--- src/sv/sal_pkg.sv ---
// Shared types and constants for the sign announcement lifecycle block.
// No dependencies; imported by every module of the block.
package sal_pkg;

	// Episode state codes
	typedef enum logic [1:0] {
		MODE_ARMED     = 2'd0,
		MODE_CONFIRMED = 2'd1,
		MODE_RELEASING = 2'd2
	} mode_t;

	// Configuration register map (word index taken from paddr[2])
	localparam int unsigned PaddrWidth   = 3;
	localparam logic        RegRearmIdx  = 1'b0;
	localparam logic [15:0] RearmResetMs = 16'd2000;
	localparam logic [15:0] RepeatMax    = 16'hFFFF;

	// One input frame
	typedef struct packed {
		logic [7:0]  seen_class;
		logic        detect_suppressed;
		logic        vote_confirmed;
		logic [7:0]  vote_class;
		logic [31:0] now_ms;
	} frame_t;

	// One result item
	typedef struct packed {
		logic        fired;
		logic [7:0]  announced_class;
		mode_t       episode_mode;
		logic [15:0] repeat_count;
	} result_t;

endpackage

--- src/sv/sal_cfg.sv ---
// APB-style configuration register holding the re-arm absence time.
// Depends on sal_pkg for the register map and reset value.
module sal_cfg import sal_pkg::*; (
	input  logic                  clk,
	input  logic                  arst_n,
	input  logic                  psel,
	input  logic                  penable,
	input  logic                  pwrite,
	input  logic [PaddrWidth-1:0] paddr,
	input  logic [31:0]           pwdata,
	output logic [31:0]           prdata,
	output logic                  pready,
	output logic [15:0]           rearm_after_ms
);

	logic        wr_en;
	logic        sel_rearm;
	logic [15:0] rearm_q;

	assign pready    = 1'b1;
	assign sel_rearm = (paddr[PaddrWidth-1] == RegRearmIdx);
	assign wr_en     = psel & penable & pwrite & pready & sel_rearm;

	// register write
	always_ff @(posedge clk or negedge arst_n) begin
		if (!arst_n) begin
			rearm_q <= RearmResetMs;
		end else if (wr_en) begin
			rearm_q <= pwdata[15:0];
		end
	end

	// readback
	always_comb begin
		prdata = '0;
		if (sel_rearm) begin
			prdata = {16'd0, rearm_q};
		end
	end

	assign rearm_after_ms = rearm_q;

endmodule

--- src/sv/sal_step.sv ---
// Episode state registers and the per-frame update logic.
// Depends on sal_pkg for frame, result and mode types.
module sal_step import sal_pkg::*; (
	input  logic        clk,
	input  logic        arst_n,
	input  logic        advance,
	input  frame_t      frame,
	input  logic [15:0] rearm_after_ms,
	output result_t     result
);

	mode_t       mode_q, mode_d;
	logic [7:0]  class_q, class_d;
	logic [31:0] last_seen_q, last_seen_d;
	logic [15:0] repeat_q, repeat_d;

	logic [7:0]  candidate;
	logic [31:0] elapsed;
	logic        in_episode;

	assign candidate  = frame.detect_suppressed ? 8'd0 : frame.seen_class;
	assign elapsed    = frame.now_ms - last_seen_q;
	assign in_episode = (mode_q == MODE_CONFIRMED) || (mode_q == MODE_RELEASING);

	// next state and result for the frame in the input register
	always_comb begin
		mode_d                 = mode_q;
		class_d                = class_q;
		last_seen_d            = last_seen_q;
		repeat_d               = repeat_q;
		result.fired           = 1'b0;
		result.announced_class = 8'd0;
		if (frame.vote_confirmed && frame.vote_class != 8'd0) begin
			if (mode_q != MODE_CONFIRMED || frame.vote_class != class_q) begin
				// new episode or changed value: announce
				mode_d                 = MODE_CONFIRMED;
				class_d                = frame.vote_class;
				last_seen_d            = frame.now_ms;
				repeat_d               = 16'd0;
				result.fired           = 1'b1;
				result.announced_class = frame.vote_class;
			end else begin
				// repeat confirmation: count, saturating
				last_seen_d = frame.now_ms;
				if (repeat_q != RepeatMax) begin
					repeat_d = repeat_q + 16'd1;
				end
			end
		end else if (in_episode) begin
			if (candidate != 8'd0 && candidate == class_q) begin
				last_seen_d = frame.now_ms;
				mode_d      = MODE_CONFIRMED;
			end else if (candidate == 8'd0) begin
				if (mode_q == MODE_CONFIRMED) begin
					mode_d = MODE_RELEASING;
				end
				if (elapsed >= {16'd0, rearm_after_ms}) begin
					mode_d      = MODE_ARMED;
					class_d     = 8'd0;
					last_seen_d = 32'd0;
					repeat_d    = 16'd0;
				end
			end
		end
		result.episode_mode = mode_d;
		result.repeat_count = repeat_d;
	end

	// state registers, updated once per processed frame
	always_ff @(posedge clk or negedge arst_n) begin
		if (!arst_n) begin
			mode_q      <= MODE_ARMED;
			class_q     <= 8'd0;
			last_seen_q <= 32'd0;
			repeat_q    <= 16'd0;
		end else if (advance) begin
			mode_q      <= mode_d;
			class_q     <= class_d;
			last_seen_q <= last_seen_d;
			repeat_q    <= repeat_d;
		end
	end

endmodule

--- src/sv/sign_announce_lifecycle.sv ---
// Top level of the speed-sign announcement lifecycle block.
// Depends on sal_pkg, sal_cfg and sal_step.
//
// Each accepted frame yields exactly one result. A frame is captured in an
// input register, the episode update is combinational, and the result lands
// in an output register; one frame per cycle is sustained while out_ready is
// high. The input side keeps accepting while a result waits, as long as the
// input register can move. rearm_after_ms sits at byte address 0; the user
// must write it only while idle, since the block itself does not enforce it.
module sign_announce_lifecycle import sal_pkg::*; (
	input  logic                  clk,
	input  logic                  arst_n,
	// configuration
	input  logic                  psel,
	input  logic                  penable,
	input  logic                  pwrite,
	input  logic [PaddrWidth-1:0] paddr,
	input  logic [31:0]           pwdata,
	output logic [31:0]           prdata,
	output logic                  pready,
	// input frames
	input  logic                  in_valid,
	output logic                  in_ready,
	input  logic [7:0]            seen_class,
	input  logic                  detect_suppressed,
	input  logic                  vote_confirmed,
	input  logic [7:0]            vote_class,
	input  logic [31:0]           now_ms,
	// results
	output logic                  out_valid,
	input  logic                  out_ready,
	output logic                  fired,
	output logic [7:0]            announced_class,
	output logic [1:0]            episode_mode,
	output logic [15:0]           repeat_count
);

	logic        valid_s1;
	frame_t      frame_s1;
	logic        valid_s2;
	result_t     result_s2;
	result_t     result_d;
	logic        advance;
	logic [15:0] rearm_after_ms;

	// stage 1 moves into the output register when that register frees up
	assign advance  = valid_s1 & (~valid_s2 | out_ready);
	assign in_ready = ~valid_s1 | advance;

	sal_cfg u_cfg (
		.clk            (clk),
		.arst_n         (arst_n),
		.psel           (psel),
		.penable        (penable),
		.pwrite         (pwrite),
		.paddr          (paddr),
		.pwdata         (pwdata),
		.prdata         (prdata),
		.pready         (pready),
		.rearm_after_ms (rearm_after_ms)
	);

	sal_step u_step (
		.clk            (clk),
		.arst_n         (arst_n),
		.advance        (advance),
		.frame          (frame_s1),
		.rearm_after_ms (rearm_after_ms),
		.result         (result_d)
	);

	// input register control
	always_ff @(posedge clk or negedge arst_n) begin
		if (!arst_n) begin
			valid_s1 <= 1'b0;
		end else if (in_ready) begin
			valid_s1 <= in_valid;
		end
	end

	// input register payload
	always_ff @(posedge clk) begin
		if (in_valid && in_ready) begin
			frame_s1.seen_class        <= seen_class;
			frame_s1.detect_suppressed <= detect_suppressed;
			frame_s1.vote_confirmed    <= vote_confirmed;
			frame_s1.vote_class        <= vote_class;
			frame_s1.now_ms            <= now_ms;
		end
	end

	// output register control
	always_ff @(posedge clk or negedge arst_n) begin
		if (!arst_n) begin
			valid_s2 <= 1'b0;
		end else if (advance) begin
			valid_s2 <= 1'b1;
		end else if (out_ready) begin
			valid_s2 <= 1'b0;
		end
	end

	// output register payload
	always_ff @(posedge clk) begin
		if (advance) begin
			result_s2 <= result_d;
		end
	end

	assign out_valid       = valid_s2;
	assign fired           = result_s2.fired;
	assign announced_class = result_s2.announced_class;
	assign episode_mode    = result_s2.episode_mode;
	assign repeat_count    = result_s2.repeat_count;

endmodule

--- config.mk ---
export PLATFORM = sky130hd
export DESIGN_NAME = sign_announce_lifecycle
export DESIGN_NICKNAME = d
export VERILOG_FILES = /design/src/sv/sal_pkg.sv /design/src/sv/sal_cfg.sv /design/src/sv/sal_step.sv /design/src/sv/sign_announce_lifecycle.sv
export SDC_FILE = /design/constraint.sdc
export NUM_CORES = 1
export LEC_CHECK = 0
export BUFFER_PORTS_ARGS = -buffer_cell sky130_fd_sc_hd__buf_2
export CORE_MARGIN = 1.5
export CORE_UTILIZATION = 60
export DETAILED_ROUTE_END_ITERATION = 12
export PLACE_DENSITY = 0.85
export SYNTH_ARGS = -nofsm -noshare
export SYNTH_HDL_FRONTEND = slang
export SYNTH_SLANG_ARGS = --single-unit
--- constraint.sdc ---
create_clock -name clk -period 12.6 [get_ports clk]
set_clock_uncertainty 0.2 [all_clocks]
set_input_delay 0.63 -clock clk [delete_from_list [all_inputs] [get_ports clk]]
set_output_delay 0.63 -clock clk [all_outputs]
set_load 0.01 [all_outputs]
==> flow_metrics.env <==
export IMPL_vias=6899
export IMPL_synth_common_cells="77 x edfxtp_1, 70 x dfrtp_1, 68 x nor2_1, 60 x inv_1, 59 x nand2_1"
export IMPL_h_tree_lvl_count=4
export IMPL_final_hold_vio_count=0
export IMPL_place_gp_congestion=0.897
export IMPL_synth_enable_flop_cells=77
export IMPL_detailed_place_hpwl_um=13400
export IMPL_slew_violations=0
export IMPL_final_antenna_net_count=0
export IMPL_crit_arrival_ns=6.14
export IMPL_final_setup_viol_count=0
export IMPL_cts_hold_buf=0
export IMPL_post_synth_num_cell_types=83
export IMPL_yosysTopAreaCell="edfxtp_1"
export IMPL_met2RoutedLength_um=8920
export IMPL_chipHeight_um=125
export IMPL_crit_path_max_fanout=32
export IMPL_groute_usage_overall=0.252
export IMPL_ys_ff_latch=153
export IMPL_slew_headroom=0.230
export IMPL_synthesis_area_um2=8920
export IMPL_postCtsResizedCells=0
export IMPL_dieArea_um2=15600
export IMPL_route_detailed_wl_per_inst_um=16.4
export IMPL_setup_repair_after_global_routing_missed_its_margin="no"
export IMPL_fin_crit_ns=5.98
export IMPL_grt_antenna_before_repair=0
export IMPL_horizontal_die_dimension_um=125
export IMPL_worst_r2r_endpoint="u_step.last_seen_q[24]"
export IMPL_clock_tree_root_cell="clkbuf_16"
export IMPL_preCtsSetupSlack_ns=6.71
export IMPL_avgViaCountPerCell=5.95
export IMPL_synth_avg_cell_area_um2=10.4
export IMPL_cts_sink_count=153
export IMPL_drt_pre_antenna_iters=7
export IMPL_cts_buffers_inserted=17
export IMPL_drv_cap=0
export IMPL_clk_path_buf_depth=2
export IMPL_global_route_overflow_total=0
export IMPL_crit_required_ns=12.76
export IMPL_r2r_depth=20
export IMPL_antenna_cells=0
export IMPL_drive_gt1_frac=0.205
export IMPL_met1_layer_wirelength_in_the_final_routing_um=8780
export IMPL_least_setup_slack_across_all_paths_after_layout_ns=6.62
export IMPL_rows=44
export IMPL_clock_fmax_mhz=167
export IMPL_status="completed"
export IMPL_criticalPathCategory="reg2reg"
export IMPL_layout_area_overhead_vs_synth_pct=13.6
export IMPL_critical_path_endpoint_type="flip-flop"
export IMPL_core_region_area_um2=14500
export IMPL_detailedRoute_firstIterationViolations=672
export IMPL_setup_total_negative_slack_ns=0
export IMPL_buffer_ports_inserted=118
export IMPL_vdd_ir_drop_worst_v=0.000103
export IMPL_met3RoutedLength_um=1070
export IMPL_tritoncts_clock_tree="yes"
export IMPL_powerDensity_nw_per_um2=161
export IMPL_grt_max_degree=77
export IMPL_syn_inst=858
export IMPL_clock_insertion_delay_worst_skew_ns=0.44
export IMPL_routed_wirelength_um=19000
export IMPL_top_signal_layer_used="met4"
export IMPL_leakage_nw=4.29
export IMPL_rr_startpoint="frame_s1[0]"
export IMPL_asyncSetResetFlopFracSynth=0.497
export IMPL_drt_drc_violations_left=0
export IMPL_min_path_type="in2async"
export IMPL_yosys_area_top_type_share=0.259
export IMPL_timing_final_crit_share=0.475
export IMPL_floorplan_initialDensity=0.614
export IMPL_power_mw=1.64
export IMPL_synth_most_common_cell="edfxtp_1"
export IMPL_max_slew_worst_pin_slew_ns=1.15
export IMPL_synth_sequential_area_ratio=0.473
export IMPL_yosys_most_used_dff="edfxtp_1"
export IMPL_clk_pin_slew_ns=0.06
export IMPL_top_level_ports=154
export IMPL_grt_first_pass_wirelength_um=31600
export IMPL_finalNetCount=1106
export IMPL_yosys_warns=0
export IMPL_ff2ff_setup_slack_ns=6.62
export IMPL_post_synth_main_area_contributors="edfxtp_1 26%, dfrtp_1 20%, ha_1 7.1%"
export IMPL_timing_critical_path_from_type="flip-flop"
export IMPL_grt_pass1_vias=6413
export IMPL_post_cts_setup_buffer_count=0
-- critical path, stage by stage, from the launching register on --
cell       delay (ns)
edfxtp_1         0.34
inv_1            0.05
ha_1             0.21
fa_1             0.41
nor2b_1          0.20
o2111ai_1        0.27
a211oi_2         0.36
a21oi_1          0.21
xnor2_1          0.18
ha_1             0.32
a21oi_1          0.14
nand2_1          0.12
a221oi_2         0.22
o311ai_1         0.12
or4_1            0.54
a21oi_1          0.13
nor4b_2          0.27
nand4_1          0.19
or3_4            0.40
o21ai_4          0.76
a22o_1           0.26
-- routing by layer --
metal	vias to the layer above	global-route usage
met2	256	0.392
met3	21	0.0569
met5	-	0
met4	0	0.0722
li1	3349	-
met1	3273	0.359
-- where the power goes --
part,switching (mW),internal (mW)
registers,0.0400,0.588
logic,0.279,0.204
clock network,0.225,0.300
total,0.544,1.09
-- how the worst max path moves through the flow --
stage,slack [ns],startpoint,cells after the start,to
floorplan,7.93,frame_s1[0],21,u_step.last_seen_q[0]
global placement,6.88,frame_s1[0],20,u_step.last_seen_q[5]
detailed placement,6.71,frame_s1[0],20,u_step.last_seen_q[24]
CTS,6.67,frame_s1[0],20,u_step.last_seen_q[24]
global route,6.22,frame_s1[0],20,u_step.last_seen_q[4]
finish,6.62,frame_s1[0],20,u_step.last_seen_q[24]
-- registers in the layout (all words and copies together), names as in the netlist --
name                  cells
u_step.last_seen_q       32
out_valid                 1
u_cfg.rearm_after_ms     16
u_step.class_q            8
fired                     1
u_step.mode_q             2
announced_class           8
repeat_count             16
valid_s1                  1
frame_s1                 50
u_step.repeat_q          16
episode_mode              2
-- area by class of cell --
class,instances,area (um^2)
fill,1092,4390
multi-input combinational,607,4230
tap,184,230
inverter,60,225
clock buffer,17,425
sequential,153,4220
clock inverter,15,181
timing repair buffer,123,631
-- layout by cell type, fill, tap and decap left out, types with 18 or more instances in the layout --
| cell type | synthesis | layout |
|---|---|---|
| and2_1 | 20 | 19 |
| buf_2 | 7 | 117 |
| nor2_1 | 68 | 68 |
| a21oi_1 | 55 | 55 |
| nor3_1 | 22 | 22 |
| xnor2_1 | 28 | 28 |
| nand2_1 | 59 | 59 |
| ha_1 | 51 | 51 |
| inv_1 | 60 | 60 |
| nand3_1 | 18 | 18 |
| edfxtp_1 | 77 | 77 |
| dfrtp_1 | 70 | 70 |
| o21ai_0 | 30 | 30 |
| a22o_1 | 33 | 33 |
-- through the flow --
step	utilization	cell area, um^2	hold slack [ns]	instances
floorplan	-	8980	0.134	873
global placement	0.656	9530	0.278	1127
detailed placement	0.656	9530	0.282	1127
CTS	0.698	10100	0.148	1159
global route	0.698	10100	0.144	1159
finish	0.698	10100	0.146	1159
-- logic make-up after synthesis --
kind of cell / share of synthesized area
AOI/OAI and AO/OA: 0.189
xor gates and xnor gates: 0.0343
adders and majority gates: 0.0737
buffers and inverters: 0.0600
DFF: 0.473
muxes: 0.0292
other: 0.000841
and+or+nand+nor: 0.140
(Power assumes the default switching activity.)
